<file path="config.mk">
export PLATFORM = sky130hd
export DESIGN_NAME = arp_cache_table_flat
export DESIGN_NICKNAME = d
export VERILOG_FILES = /design/src/rtl/core/arpc_pkg.sv /design/src/rtl/core/arpc_if.sv /design/src/rtl/core/arpc_ram.sv /design/src/rtl/core/arpc_front.sv /design/src/rtl/core/arpc_back.sv /design/src/rtl/core/arp_cache_table.sv /design/src/flat_wrapper.sv
export SDC_FILE = /design/constraint.sdc
export NUM_CORES = 2
export LEC_CHECK = 0
export BUFFER_PORTS_ARGS = -buffer_cell sky130_fd_sc_hd__buf_2
export CAP_MARGIN = 40
export CELL_PAD_IN_SITES_DETAIL_PLACEMENT = 0
export CELL_PAD_IN_SITES_GLOBAL_PLACEMENT = 1
export CORE_MARGIN = 10
export CORE_UTILIZATION = 35
export DETAILED_ROUTE_END_ITERATION = 8
export PLACE_DENSITY_LB_ADDON = 0.1
export RECOVER_POWER = 50
export SYNTH_ARGS = -nofsm -noshare
export SYNTH_HDL_FRONTEND = slang
export SYNTH_SLANG_ARGS = --single-unit
</file>
<file path="constraint.sdc">
create_clock -name clk -period 11.2 [get_ports clk]
set_input_delay 1.12 -clock clk [delete_from_list [all_inputs] [get_ports clk]]
set_output_delay 1.12 -clock clk [all_outputs]
set_load 0.01 [all_outputs]
</file>
<file path="src/rtl/core/arpc_pkg.sv">
`default_nettype none
package arpc_pkg;

  localparam int TABLE_ENTRIES = 16;

  localparam logic [1:0] ACT_LEARN  = 2'd0;
  localparam logic [1:0] ACT_LOOKUP = 2'd1;
  localparam logic [1:0] ACT_TICK   = 2'd2;
  localparam logic [1:0] ACT_CLEAR  = 2'd3;

  localparam logic [31:0] NEVER_OLD   = 32'hFFFF_FFFF;
  localparam logic [31:0] IP_BCAST    = 32'hFFFF_FFFF;
  localparam logic [47:0] MAC_BCAST   = 48'hFFFF_FFFF_FFFF;
  localparam logic [31:0] FLUSH_RESET = 32'd60000;

  localparam int PADDR_W = 5;
  localparam logic [PADDR_W-1:0] REG_OWN_IP  = 5'd0;
  localparam logic [PADDR_W-1:0] REG_OWN_MAC = 5'd8;
  localparam logic [PADDR_W-1:0] REG_FLUSH   = 5'd16;

  typedef struct packed {
    logic [1:0]  action;
    logic        sender_ok;
    logic        target_ok;
    logic        reply;
    logic [47:0] sender_mac;
    logic [31:0] sender_ip;
    logic [47:0] target_mac;
    logic [31:0] target_ip;
  } item_t;

  typedef struct packed {
    logic  valid;
    item_t item;
  } qword_t;

  typedef struct packed {
    logic [31:0] ip;
    logic [47:0] mac;
    logic [31:0] stamp;
  } entry_t;

  typedef struct packed {
    logic        hit;
    logic [47:0] found_mac;
    logic        send_reply;
    logic        send_request;
    logic        flushed;
  } result_t;

  function automatic logic pair_ok(input logic [47:0] mac, input logic [31:0] ip);
    pair_ok = (mac != 48'd0) && (mac != MAC_BCAST) && (ip != 32'd0) && (ip != IP_BCAST);
  endfunction

endpackage
`default_nettype wire

</file>
<file path="src/rtl/core/arpc_if.sv">
`default_nettype none
interface arpc_in_if;
  logic        valid;
  logic        ready;
  logic [1:0]  action;
  logic        is_request;
  logic [47:0] sender_mac;
  logic [31:0] sender_ip;
  logic [47:0] target_mac;
  logic [31:0] target_ip;
  modport source (output valid, action, is_request, sender_mac, sender_ip, target_mac,
                  target_ip, input ready);
  modport sink (input valid, action, is_request, sender_mac, sender_ip, target_mac,
                target_ip, output ready);
endinterface

interface arpc_out_if;
  logic        valid;
  logic        ready;
  logic        hit;
  logic [47:0] found_mac;
  logic        send_reply;
  logic        send_request;
  logic        flushed;
  modport source (output valid, hit, found_mac, send_reply, send_request, flushed,
                  input ready);
  modport sink (input valid, hit, found_mac, send_reply, send_request, flushed,
                output ready);
endinterface
`default_nettype wire

</file>
<file path="src/rtl/core/arpc_ram.sv">
`default_nettype none
module arpc_ram #(
  parameter int WIDTH = 8,
  parameter int DEPTH = 16
) (
  input  wire logic                     clk,
  input  wire logic                     we,
  input  wire logic [$clog2(DEPTH)-1:0] waddr,
  input  wire logic [WIDTH-1:0]         wdata,
  input  wire logic [$clog2(DEPTH)-1:0] raddr,
  output logic      [WIDTH-1:0]         rdata
);
  logic [WIDTH-1:0] mem [DEPTH];

  always_ff @(posedge clk) begin
    if (we) begin
      mem[waddr] <= wdata;
    end
    rdata <= mem[raddr];
  end
endmodule
`default_nettype wire

</file>
<file path="src/rtl/core/arpc_front.sv">
`default_nettype none
module arpc_front (
  input  wire logic        clk,
  input  wire logic        rst,
  arpc_in_if.sink          in_ch,
  input  wire logic [31:0] own_ip,
  output arpc_pkg::qword_t q,
  input  wire logic        q_pop,
  output logic [1:0]       q_count
);
  arpc_pkg::item_t slots [2];
  arpc_pkg::item_t cls;
  logic wr_ptr;
  logic rd_ptr;
  logic push;

  // classify: filter both pairs and decide the reply flag up front
  always_comb begin
    cls.action     = in_ch.action;
    cls.sender_ok  = arpc_pkg::pair_ok(in_ch.sender_mac, in_ch.sender_ip);
    cls.target_ok  = arpc_pkg::pair_ok(in_ch.target_mac, in_ch.target_ip);
    cls.reply      = in_ch.is_request && (in_ch.target_ip == own_ip);
    cls.sender_mac = in_ch.sender_mac;
    cls.sender_ip  = in_ch.sender_ip;
    cls.target_mac = in_ch.target_mac;
    cls.target_ip  = in_ch.target_ip;
  end

  assign in_ch.ready = (q_count != 2'd2);
  assign push        = in_ch.valid && in_ch.ready;
  assign q.valid     = (q_count != 2'd0);
  assign q.item      = slots[rd_ptr];

  always_ff @(posedge clk) begin
    if (push) begin
      slots[wr_ptr] <= cls;
    end
  end

  always_ff @(posedge clk) begin
    if (rst) begin
      wr_ptr  <= 1'b0;
      rd_ptr  <= 1'b0;
      q_count <= 2'd0;
    end else begin
      if (push) begin
        wr_ptr <= ~wr_ptr;
      end
      if (q_pop) begin
        rd_ptr <= ~rd_ptr;
      end
      q_count <= q_count + {1'b0, push} - {1'b0, q_pop};
    end
  end
endmodule
`default_nettype wire

</file>
<file path="src/rtl/core/arpc_back.sv">
`default_nettype none
module arpc_back #(
  parameter int TABLE_ENTRIES = arpc_pkg::TABLE_ENTRIES
) (
  input  wire logic             clk,
  input  wire logic             rst,
  input  wire arpc_pkg::qword_t q,
  output logic                  q_pop,
  input  wire logic [31:0]      own_ip,
  input  wire logic [47:0]      own_mac,
  input  wire logic [31:0]      flush_interval,
  output logic                  out_valid,
  input  wire logic             out_ready,
  output arpc_pkg::result_t     res,
  output logic [TABLE_ENTRIES-1:0] valid_bits
);
  localparam int IW = $clog2(TABLE_ENTRIES);
  localparam int EW = $bits(arpc_pkg::entry_t);
  localparam logic [IW:0] LAST = (IW+1)'(TABLE_ENTRIES - 1);

  localparam logic [1:0] S_IDLE  = 2'd0;
  localparam logic [1:0] S_SCAN  = 2'd1;
  localparam logic [1:0] S_WRITE = 2'd2;

  logic [1:0]  state;
  arpc_pkg::item_t item;
  logic        pair_sel;
  logic [47:0] key_mac;
  logic [31:0] key_ip;
  logic [31:0] now_ticks;
  logic [31:0] next_flush;
  logic [IW:0] idx;
  logic        chk;
  logic [IW-1:0] chk_idx;

  logic        ipm, macm, free_f, hitf;
  logic [IW-1:0] free_i, best_i, slot;
  logic [31:0] best;
  logic [47:0] fmac;
  logic        ipm_next, macm_next, free_f_next, hitf_next;
  logic [IW-1:0] free_i_next, best_i_next;
  logic [31:0] best_next;
  logic [47:0] fmac_next;

  arpc_pkg::entry_t rd_ent, wr_ent;
  logic [EW-1:0] rdata;
  logic          we;
  logic [IW-1:0] waddr;
  logic [31:0]   now_inc;
  logic          v;
  logic          last_chk;

  assign rd_ent  = arpc_pkg::entry_t'(rdata);
  assign now_inc = now_ticks + 32'd1;
  assign v       = valid_bits[chk_idx];
  assign last_chk = chk && ({1'b0, chk_idx} == LAST);

  arpc_ram #(.WIDTH(EW), .DEPTH(TABLE_ENTRIES)) u_ram (
    .clk   (clk),
    .we    (we),
    .waddr (waddr),
    .wdata (wr_ent),
    .raddr (idx[IW-1:0]),
    .rdata (rdata)
  );

  // fold the entry read last cycle into the search results
  always_comb begin
    ipm_next    = ipm;
    macm_next   = macm;
    free_f_next = free_f;
    free_i_next = free_i;
    best_next   = best;
    best_i_next = best_i;
    hitf_next   = hitf;
    fmac_next   = fmac;
    if (chk) begin
      if (v && rd_ent.ip == key_ip) begin
        ipm_next = 1'b1;
        if (!hitf) begin
          hitf_next = 1'b1;
          fmac_next = rd_ent.mac;
        end
      end
      if (v && rd_ent.mac == key_mac) begin
        macm_next = 1'b1;
      end
      if (!v && !free_f) begin
        free_f_next = 1'b1;
        free_i_next = chk_idx;
      end
      if (chk_idx == '0 || rd_ent.stamp <= best) begin
        best_next   = rd_ent.stamp;
        best_i_next = chk_idx;
      end
    end
  end

  // write port: flush installs ourselves at slot 0, insert fills the chosen slot
  always_comb begin
    we     = 1'b0;
    waddr  = slot;
    wr_ent = '{ip: key_ip, mac: key_mac, stamp: now_ticks};
    q_pop  = 1'b0;
    if (state == S_IDLE && q.valid && !out_valid) begin
      q_pop = 1'b1;
      if (q.item.action == arpc_pkg::ACT_CLEAR ||
          (q.item.action == arpc_pkg::ACT_TICK && now_inc >= next_flush)) begin
        we     = 1'b1;
        waddr  = '0;
        wr_ent = '{ip: own_ip, mac: own_mac, stamp: arpc_pkg::NEVER_OLD};
      end
    end else if (state == S_WRITE) begin
      we = 1'b1;
    end
  end

  always_ff @(posedge clk) begin
    if (rst) begin
      state      <= S_IDLE;
      out_valid  <= 1'b0;
      valid_bits <= '0;
      now_ticks  <= '0;
      next_flush <= '0;
      chk        <= 1'b0;
    end else begin
      if (out_valid && out_ready) begin
        out_valid <= 1'b0;
      end
      unique case (state)
        S_IDLE: begin
          if (q_pop) begin
            item <= q.item;
            res  <= '0;
            idx  <= '0;
            chk  <= 1'b0;
            ipm <= 1'b0; macm <= 1'b0; free_f <= 1'b0; hitf <= 1'b0;
            unique case (q.item.action)
              arpc_pkg::ACT_LEARN: begin
                res.send_reply <= q.item.reply;
                if (q.item.sender_ok) begin
                  pair_sel <= 1'b0;
                  key_mac  <= q.item.sender_mac;
                  key_ip   <= q.item.sender_ip;
                  state    <= S_SCAN;
                end else if (q.item.target_ok) begin
                  pair_sel <= 1'b1;
                  key_mac  <= q.item.target_mac;
                  key_ip   <= q.item.target_ip;
                  state    <= S_SCAN;
                end else begin
                  out_valid <= 1'b1;
                end
              end
              arpc_pkg::ACT_LOOKUP: begin
                key_mac <= q.item.target_mac;
                key_ip  <= q.item.target_ip;
                state   <= S_SCAN;
              end
              arpc_pkg::ACT_TICK: begin
                now_ticks <= now_inc;
                if (now_inc >= next_flush) begin
                  next_flush  <= now_inc + flush_interval;
                  valid_bits  <= TABLE_ENTRIES'(1);
                  res.flushed <= 1'b1;
                end
                out_valid <= 1'b1;
              end
              default: begin
                valid_bits  <= TABLE_ENTRIES'(1);
                res.flushed <= 1'b1;
                out_valid   <= 1'b1;
              end
            endcase
          end
        end
        S_SCAN: begin
          ipm <= ipm_next; macm <= macm_next; free_f <= free_f_next;
          free_i <= free_i_next; best <= best_next; best_i <= best_i_next;
          hitf <= hitf_next; fmac <= fmac_next;
          if (idx <= LAST) begin
            chk     <= 1'b1;
            chk_idx <= idx[IW-1:0];
            idx     <= idx + 1'b1;
          end else begin
            chk <= 1'b0;
          end
          if (last_chk) begin
            idx <= '0;
            chk <= 1'b0;
            if (item.action == arpc_pkg::ACT_LOOKUP) begin
              res.hit          <= hitf_next;
              res.found_mac    <= hitf_next ? fmac_next : 48'd0;
              res.send_request <= !hitf_next;
              out_valid        <= 1'b1;
              state            <= S_IDLE;
            end else if (!ipm_next && !macm_next) begin
              slot  <= free_f_next ? free_i_next : best_i_next;
              state <= S_WRITE;
            end else if (!pair_sel && item.target_ok) begin
              pair_sel <= 1'b1;
              key_mac  <= item.target_mac;
              key_ip   <= item.target_ip;
              ipm <= 1'b0; macm <= 1'b0; free_f <= 1'b0;
            end else begin
              out_valid <= 1'b1;
              state     <= S_IDLE;
            end
          end
        end
        S_WRITE: begin
          valid_bits[slot] <= 1'b1;
          idx <= '0;
          chk <= 1'b0;
          ipm <= 1'b0; macm <= 1'b0; free_f <= 1'b0;
          if (!pair_sel && item.target_ok) begin
            pair_sel <= 1'b1;
            key_mac  <= item.target_mac;
            key_ip   <= item.target_ip;
            state    <= S_SCAN;
          end else begin
            out_valid <= 1'b1;
            state     <= S_IDLE;
          end
        end
        default: state <= S_IDLE;
      endcase
    end
  end
endmodule
`default_nettype wire

</file>
<file path="src/rtl/core/arp_cache_table.sv">
// ARP cache table.
// Input channel in_ch carries one word per operation: learn (sender and
// target pairs of an ARP packet), lookup by target_ip, tick of the
// millisecond counter, or clear. Output channel out_ch returns exactly one
// result word per input word, in order.
// Configuration (own_ip, own_mac, flush_interval) is written over the APB
// port at byte addresses 0, 8 and 16; the user must write it only while the
// block is idle, which the block itself does not enforce.
// Flow: a front FIFO of two words takes input while the back works. The
// back scans the single-read-port table memory one entry per cycle: a
// lookup is one scan, a learn up to two; tick and clear need no scan.
// Reset clears the valid bits, the counters, the control state, own_ip and
// own_mac, and loads FLUSH_RESET into flush_interval; the table memory
// needs no clearing pass since valid bits gate every read.
// When the receiver stalls, the result word holds, the back stops, and the
// FIFO fills and then drops in_ch.ready.
`default_nettype none
module arp_cache_table #(
  parameter int TABLE_ENTRIES = arpc_pkg::TABLE_ENTRIES
) (
  input  wire logic                         clk,
  input  wire logic                         rst,
  arpc_in_if.sink                           in_ch,
  arpc_out_if.source                        out_ch,
  input  wire logic                         psel,
  input  wire logic                         penable,
  input  wire logic                         pwrite,
  input  wire logic [arpc_pkg::PADDR_W-1:0] paddr,
  input  wire logic [63:0]                  pwdata,
  output logic      [63:0]                  prdata,
  output logic                              pready
);
  logic [31:0] own_ip;
  logic [47:0] own_mac;
  logic [31:0] flush_interval;
  arpc_pkg::qword_t  q;
  logic              q_pop;
  logic [1:0]        q_count;
  arpc_pkg::result_t res;
  logic [TABLE_ENTRIES-1:0] valid_bits;

  // register file: write on the access cycle, pready always high
  assign pready = 1'b1;

  always_ff @(posedge clk) begin
    if (rst) begin
      own_ip         <= '0;
      own_mac        <= '0;
      flush_interval <= arpc_pkg::FLUSH_RESET;
    end else if (psel && penable && pwrite) begin
      unique case (paddr)
        arpc_pkg::REG_OWN_IP:  own_ip         <= pwdata[31:0];
        arpc_pkg::REG_OWN_MAC: own_mac        <= pwdata[47:0];
        arpc_pkg::REG_FLUSH:   flush_interval <= pwdata[31:0];
        default: ;
      endcase
    end
  end

  always_comb begin
    unique case (paddr)
      arpc_pkg::REG_OWN_IP:  prdata = {32'd0, own_ip};
      arpc_pkg::REG_OWN_MAC: prdata = {16'd0, own_mac};
      arpc_pkg::REG_FLUSH:   prdata = {32'd0, flush_interval};
      default:               prdata = '0;
    endcase
  end

  // front: accept and classify, hold up to two words
  arpc_front u_front (
    .clk     (clk),
    .rst     (rst),
    .in_ch   (in_ch),
    .own_ip  (own_ip),
    .q       (q),
    .q_pop   (q_pop),
    .q_count (q_count)
  );

  // back: scan, insert, flush; drive the result register
  arpc_back #(.TABLE_ENTRIES(TABLE_ENTRIES)) u_back (
    .clk            (clk),
    .rst            (rst),
    .q              (q),
    .q_pop          (q_pop),
    .own_ip         (own_ip),
    .own_mac        (own_mac),
    .flush_interval (flush_interval),
    .out_valid      (out_ch.valid),
    .out_ready      (out_ch.ready),
    .res            (res),
    .valid_bits     (valid_bits)
  );

  assign out_ch.hit          = res.hit;
  assign out_ch.found_mac    = res.found_mac;
  assign out_ch.send_reply   = res.send_reply;
  assign out_ch.send_request = res.send_request;
  assign out_ch.flushed      = res.flushed;

  a_fifo_bound: assert property (@(posedge clk) disable iff (rst) q_count != 2'd3)
    else $error("front FIFO count out of range");
  a_flush_self: assert property (@(posedge clk) disable iff (rst)
    out_ch.valid && out_ch.flushed |-> valid_bits[0])
    else $error("flush left slot 0 invalid");
  a_hit_xor_req: assert property (@(posedge clk) disable iff (rst)
    out_ch.valid |-> !(out_ch.hit && out_ch.send_request))
    else $error("hit and request both set");
  a_pop_when_free: assert property (@(posedge clk) disable iff (rst)
    q_pop |-> q.valid && !out_ch.valid)
    else $error("back took a word with a result pending");
endmodule
`default_nettype wire
</file>
<file path="src/flat_wrapper.sv">
// flat-port wrapper written by rule: the top's interface ports become plain ports
module arp_cache_table_flat 
#(
  parameter int TABLE_ENTRIES = arpc_pkg::TABLE_ENTRIES
)
  (clk, rst, psel, penable, pwrite, paddr, pwdata, prdata, pready, in_ch_valid, in_ch_action, in_ch_is_request, in_ch_sender_mac, in_ch_sender_ip, in_ch_target_mac, in_ch_target_ip, in_ch_ready, out_ch_valid, out_ch_hit, out_ch_found_mac, out_ch_send_reply, out_ch_send_request, out_ch_flushed, out_ch_ready);
  arpc_in_if in_ch_i ();
  arpc_out_if out_ch_i ();
  input  wire logic clk;
  input  wire logic rst;
  input  wire logic psel;
  input  wire logic penable;
  input  wire logic pwrite;
  input  wire logic [arpc_pkg::PADDR_W-1:0] paddr;
  input  wire logic [63:0] pwdata;
  output logic      [63:0] prdata;
  output logic pready;
  input wire logic [$bits(in_ch_i.valid)-1:0] in_ch_valid;
  input wire logic [$bits(in_ch_i.action)-1:0] in_ch_action;
  input wire logic [$bits(in_ch_i.is_request)-1:0] in_ch_is_request;
  input wire logic [$bits(in_ch_i.sender_mac)-1:0] in_ch_sender_mac;
  input wire logic [$bits(in_ch_i.sender_ip)-1:0] in_ch_sender_ip;
  input wire logic [$bits(in_ch_i.target_mac)-1:0] in_ch_target_mac;
  input wire logic [$bits(in_ch_i.target_ip)-1:0] in_ch_target_ip;
  output wire logic [$bits(in_ch_i.ready)-1:0] in_ch_ready;
  output wire logic [$bits(out_ch_i.valid)-1:0] out_ch_valid;
  output wire logic [$bits(out_ch_i.hit)-1:0] out_ch_hit;
  output wire logic [$bits(out_ch_i.found_mac)-1:0] out_ch_found_mac;
  output wire logic [$bits(out_ch_i.send_reply)-1:0] out_ch_send_reply;
  output wire logic [$bits(out_ch_i.send_request)-1:0] out_ch_send_request;
  output wire logic [$bits(out_ch_i.flushed)-1:0] out_ch_flushed;
  input wire logic [$bits(out_ch_i.ready)-1:0] out_ch_ready;
  assign in_ch_i.valid = in_ch_valid;
  assign in_ch_i.action = in_ch_action;
  assign in_ch_i.is_request = in_ch_is_request;
  assign in_ch_i.sender_mac = in_ch_sender_mac;
  assign in_ch_i.sender_ip = in_ch_sender_ip;
  assign in_ch_i.target_mac = in_ch_target_mac;
  assign in_ch_i.target_ip = in_ch_target_ip;
  assign in_ch_ready = in_ch_i.ready;
  assign out_ch_valid = out_ch_i.valid;
  assign out_ch_hit = out_ch_i.hit;
  assign out_ch_found_mac = out_ch_i.found_mac;
  assign out_ch_send_reply = out_ch_i.send_reply;
  assign out_ch_send_request = out_ch_i.send_request;
  assign out_ch_flushed = out_ch_i.flushed;
  assign out_ch_i.ready = out_ch_ready;
  arp_cache_table #(.TABLE_ENTRIES(TABLE_ENTRIES)) u_core (.clk(clk), .rst(rst), .in_ch(in_ch_i), .out_ch(out_ch_i), .psel(psel), .penable(penable), .pwrite(pwrite), .paddr(paddr), .pwdata(pwdata), .prdata(prdata), .pready(pready));
endmodule
</file>
==> metrics.md <==
| Metric | Value |
|---|---|
| Worst-case clock buffer depth | `4` |
| Slowest Stage Delay on Critical Path | `2400 ps` |
| Failing checks | `max-capacitance violations, max-slew violations` |
| Total global-route track usage | `20.2%` |
| Crit share post-route | `74.4%` |
| CP Buf/Inv Count | `4` |
| Hold Fails Final Rpt | `0` |
| Synth Area in Compound Gates | `5.70%` |
| Drt pass-1 iters | `5` |
| Simple-Gate Fraction of Synth Area | `4.57%` |
| Detailed Route Iter0 Violations | `5909` |
| CTS buffer count | `309` |
| Setup Fix Bufs, Post-CTS | `0` |
| Vias in the first global route | `62000` |
| Port Buf Inserts | `324` |
| Fraction of layout cells with a size suffix above 1 | `15.1%` |
| Synth-to-Final Area Change | `15.0%` |
| Endpoint of the worst hold path | `u_core.u_back.best[14]` |
| R2R depth | `8` |
| FMAX | `0.120 GHz` |
| CTS root buffer | `clkbuf_16` |
| Final Skew | `58.8 ps` |
| Post-synthesis xor/xnor area fraction | `1.56%` |
| Crit path launch type | `register` |
| Relative slew margins | `-490%` |
| Gr ovfl total | `0` |
| Hold path cells | `0` |
| Hold Buf Count CTS | `0` |
| Worst-Skew Late Latency | `920 ps` |
| Crit path max-delay family | `buffers and inverters` |
| I/O Pins | `358` |
| Synthesized area | `0.110 sq mm` |
| Crit path max fanout | `119` |
| Clock tree sinks | `2756` |
| Main synth FF type | `edfxtp_1` |
| Antenna viol nets, final | `0` |
| Largest net degree at the start of global routing | `158` |
| Post-synthesis mux area share | `13.0%` |
| Worst-Margin Slew | `8840 ps` |
| CP Cell Sequence | `buf_12, mux2i_1, clkbuf_1, inv_1, o21ai_4, clkbuf_2, mux2i_1, o21ai_1` |
| R2R Setup Slk | `2860 ps` |
| Starting density of the core | `35.2%` |
| Main combinational cell family by area after synthesis | `multiplexers` |
| Hold crit path type | `reg2reg` |
| Global placer's final weighted congestion | `0.800` |
| Critical path required time | `11780 ps` |
| Final Max Tran Viols | `1951` |
| # DRC | `0` |
| Leak | `0.0416 uW` |
| Worst vdd ir | `0.000180 V` |
| Total number of vias | `62100` |
| Site Rows | `205` |
| Die area | `0.337 sq mm` |
| Initial antenna violation count | `60` |
| RSZ-0062 raised after global routing | `no` |
| Post-Syn Instances | `6725` |
| Clock-pin slew on the worst setup and hold paths | `60 ps` |
| Final cell count without fillers | `11600` |
| Max-cap violations | `57` |
| Post-synth EDFFs | `2443` |
| Sequential-to-total area share from yosys stat | `72.3%` |
| Hold WS | `435 ps` |
| Dpl cells | `11000` |
| Post-DP HPWL | `217000 microns` |
| Chip Width | `581 microns` |
| Worst setup path category | `reg2reg` |
| YS warnings | `0` |
| Final worst path period need | `8340 ps` |
| Slowest CP cell | `clkbuf_2` |
| First-pass GRT wire length | `494000 microns` |
| Drt total wl | `355000 microns` |
| Setup violators final | `0` |
| Wire per inst | `30.7 microns` |
| CTS tree | `done` |
| Worst flop-to-flop path endpoint | `u_core.u_back.key_ip[15]` |
| Fin Setup TNS | `0 ps` |
| Post-DR vias/cell | `5.36` |
| # H-tree levels | `5` |
| Crit end category | `register` |
| #FFs+latches synth | `2756` |
| Cell Pwr Density | `234 mW/mm^2` |
| Number of distinct library cells after synthesis | `77` |
| Fin nets | `7517` |
| Adder-Cell Fraction of Synth Area | `1.20%` |
| HP Start | `u_core.u_back.u_ram.rdata[14]` |
| Run status | `finished, violations left` |
| Top cell by count, worst path | `mux2i_1` |
| Fill cells | `28500` |
| Post-CTS Resized | `0` |
| Fraction of registers with async set/reset | `0%` |
| Avg Inst Size Synth | `16.4 sq um` |
| Die H | `581 microns` |
| Crit path DAT | `8910 ps` |
| Core Region | `0.313 sq mm` |
## worst register-to-register path: cells and delay by family (launching register included)
kind,cells,cell delay [ps]
compound gates,2,1020
buf+inv,4,4180
flops,1,2120
mux,2,710
## report_power, final
group	switching (uW)	leakage, uW	internal [uW]
Combinational	4120	0.0121	1990
Sequential	531	0.0247	13100
Clock	4200	0.00481	5750
Total	8840	0.0416	20800
## per-layer routing
layer	share of wire [%]	GRT usage, %	wire, microns	vias up
met1	47	29.8	166000	32700
met3	6.3	3.76	22500	379
li1	-	-	-	27100
met4	1.9	3.62	6640	24
met5	0.041	0	146	-
met2	45	31.5	160000	1864
## sequential cells by signal, summed over array words and instances (netlist names), 4 cells and up, named ones only
name / cells
u_core.u_back.free_i: 4
u_core.u_back.res: 52
u_core.u_back.best: 32
u_core.u_back.fmac: 48
u_core.u_back.key_ip: 32
u_core.u_back.item: 83
u_core.u_back.idx: 5
u_core.own_ip: 32
u_core.u_back.chk_idx: 4
u_core.u_back.next_flush: 32
u_core.u_back.best_i: 4
u_core.u_back.key_mac: 48
u_core.u_back.valid_bits: 16
u_core.u_back.u_ram.mem: 1792
u_core.flush_interval: 32
u_core.u_back.slot: 4
u_core.own_mac: 48
u_core.u_back.u_ram.rdata: 112
u_core.u_back.now_ticks: 32
u_core.u_front.slots: 330
## stage by stage
stage	power, uW	setup slack [ps]	utilization, %	area, sq um
floorplan	17400	1120	-	110000
global route	30900	2440	40.5	127000
detailed placement	20000	5190	37.7	118000
finish	29700	2860	40.5	127000
CTS	30100	5150	40.8	128000
global placement	19900	4700	37.4	117000
## cell usage after synthesis, types with 113 or more instances
master / number / area, sq um
a22oi_1: 113 / 848
nor2_1: 156 / 586
clkbuf_1: 251 / 942
a221oi_1: 113 / 990
xnor2_1: 148 / 1300
mux2i_1: 453 / 4530
nand2_1: 512 / 1920
a21oi_1: 300 / 1500
dfxtp_1: 313 / 6270
o21ai_0: 290 / 1450
mux2_2: 290 / 3270
mux4_2: 229 / 5160
edfxtp_1: 2443 / 73400
## layout make-up
cell class                 instances  area [sq um]  share of cell area (%)
antenna                           17          42.5                  0.0336
clock buffer                     428          8550                    6.75
clock inverter                   134          1300                    1.03
inverter                          94           353                   0.279
multi-input combinational       3527         28800                    22.7
sequential                      2756         79600                    62.9
tap                             4140          5180                    4.09
timing repair buffer             485          2830                    2.23
## how the worst max path moves through the flow
stage / cells past startpoint / start / end / slack [ps]
after floorplan: 6 / u_core.u_back.state[0] / u_core.u_back.u_ram.mem[0][0] / 1120
after global placement: 19 / u_core.u_back.now_ticks[0] / u_core.u_back.u_ram.mem[0][69] / 4700
after detailed placement: 19 / u_core.u_back.now_ticks[0] / u_core.u_back.u_ram.mem[0][69] / 5190
after CTS: 19 / u_core.u_back.now_ticks[0] / u_core.u_back.u_ram.mem[0][27] / 5150
after global routing: 5 / rst / u_core.u_back.item[52] / 2440
final: 8 / register / u_core.u_back.key_ip[15] / 2860
## cells in the final DEF (no fill, tap or decap), drive strengths merged, types with 33 or more instances in the layout
master,synthesis,routed
edfxtp,2443,2443
clkbuf,251,729
nand2,513,513
mux2i,453,453
mux2,406,406
o21ai,384,384
dfxtp,313,313
a21oi,300,300
mux4,229,229
buf,112,180
nor2,157,157
xnor2,148,148
a22oi,113,113
a221oi,113,113
inv,94,113
ha,104,104
nand4,100,100
clkinv,0,92
nor4,63,63
nor2b,58,58
xor2,45,45
nand2b,44,44
nand3,41,41
nor3,39,39
a21o,34,34
and3,33,33
## kinds of logic after synthesis
family                     count (synthesis)
and+or+nand+nor                         1083
DFF                                     2756
muxes                                   1088
xor gates and xnor gates                 194
buffers and inverters                    457
AOI/OAI and AO/OA                       1040
other                                      2
adders and majority gates                105
Power figures use the tool's default switching activity.
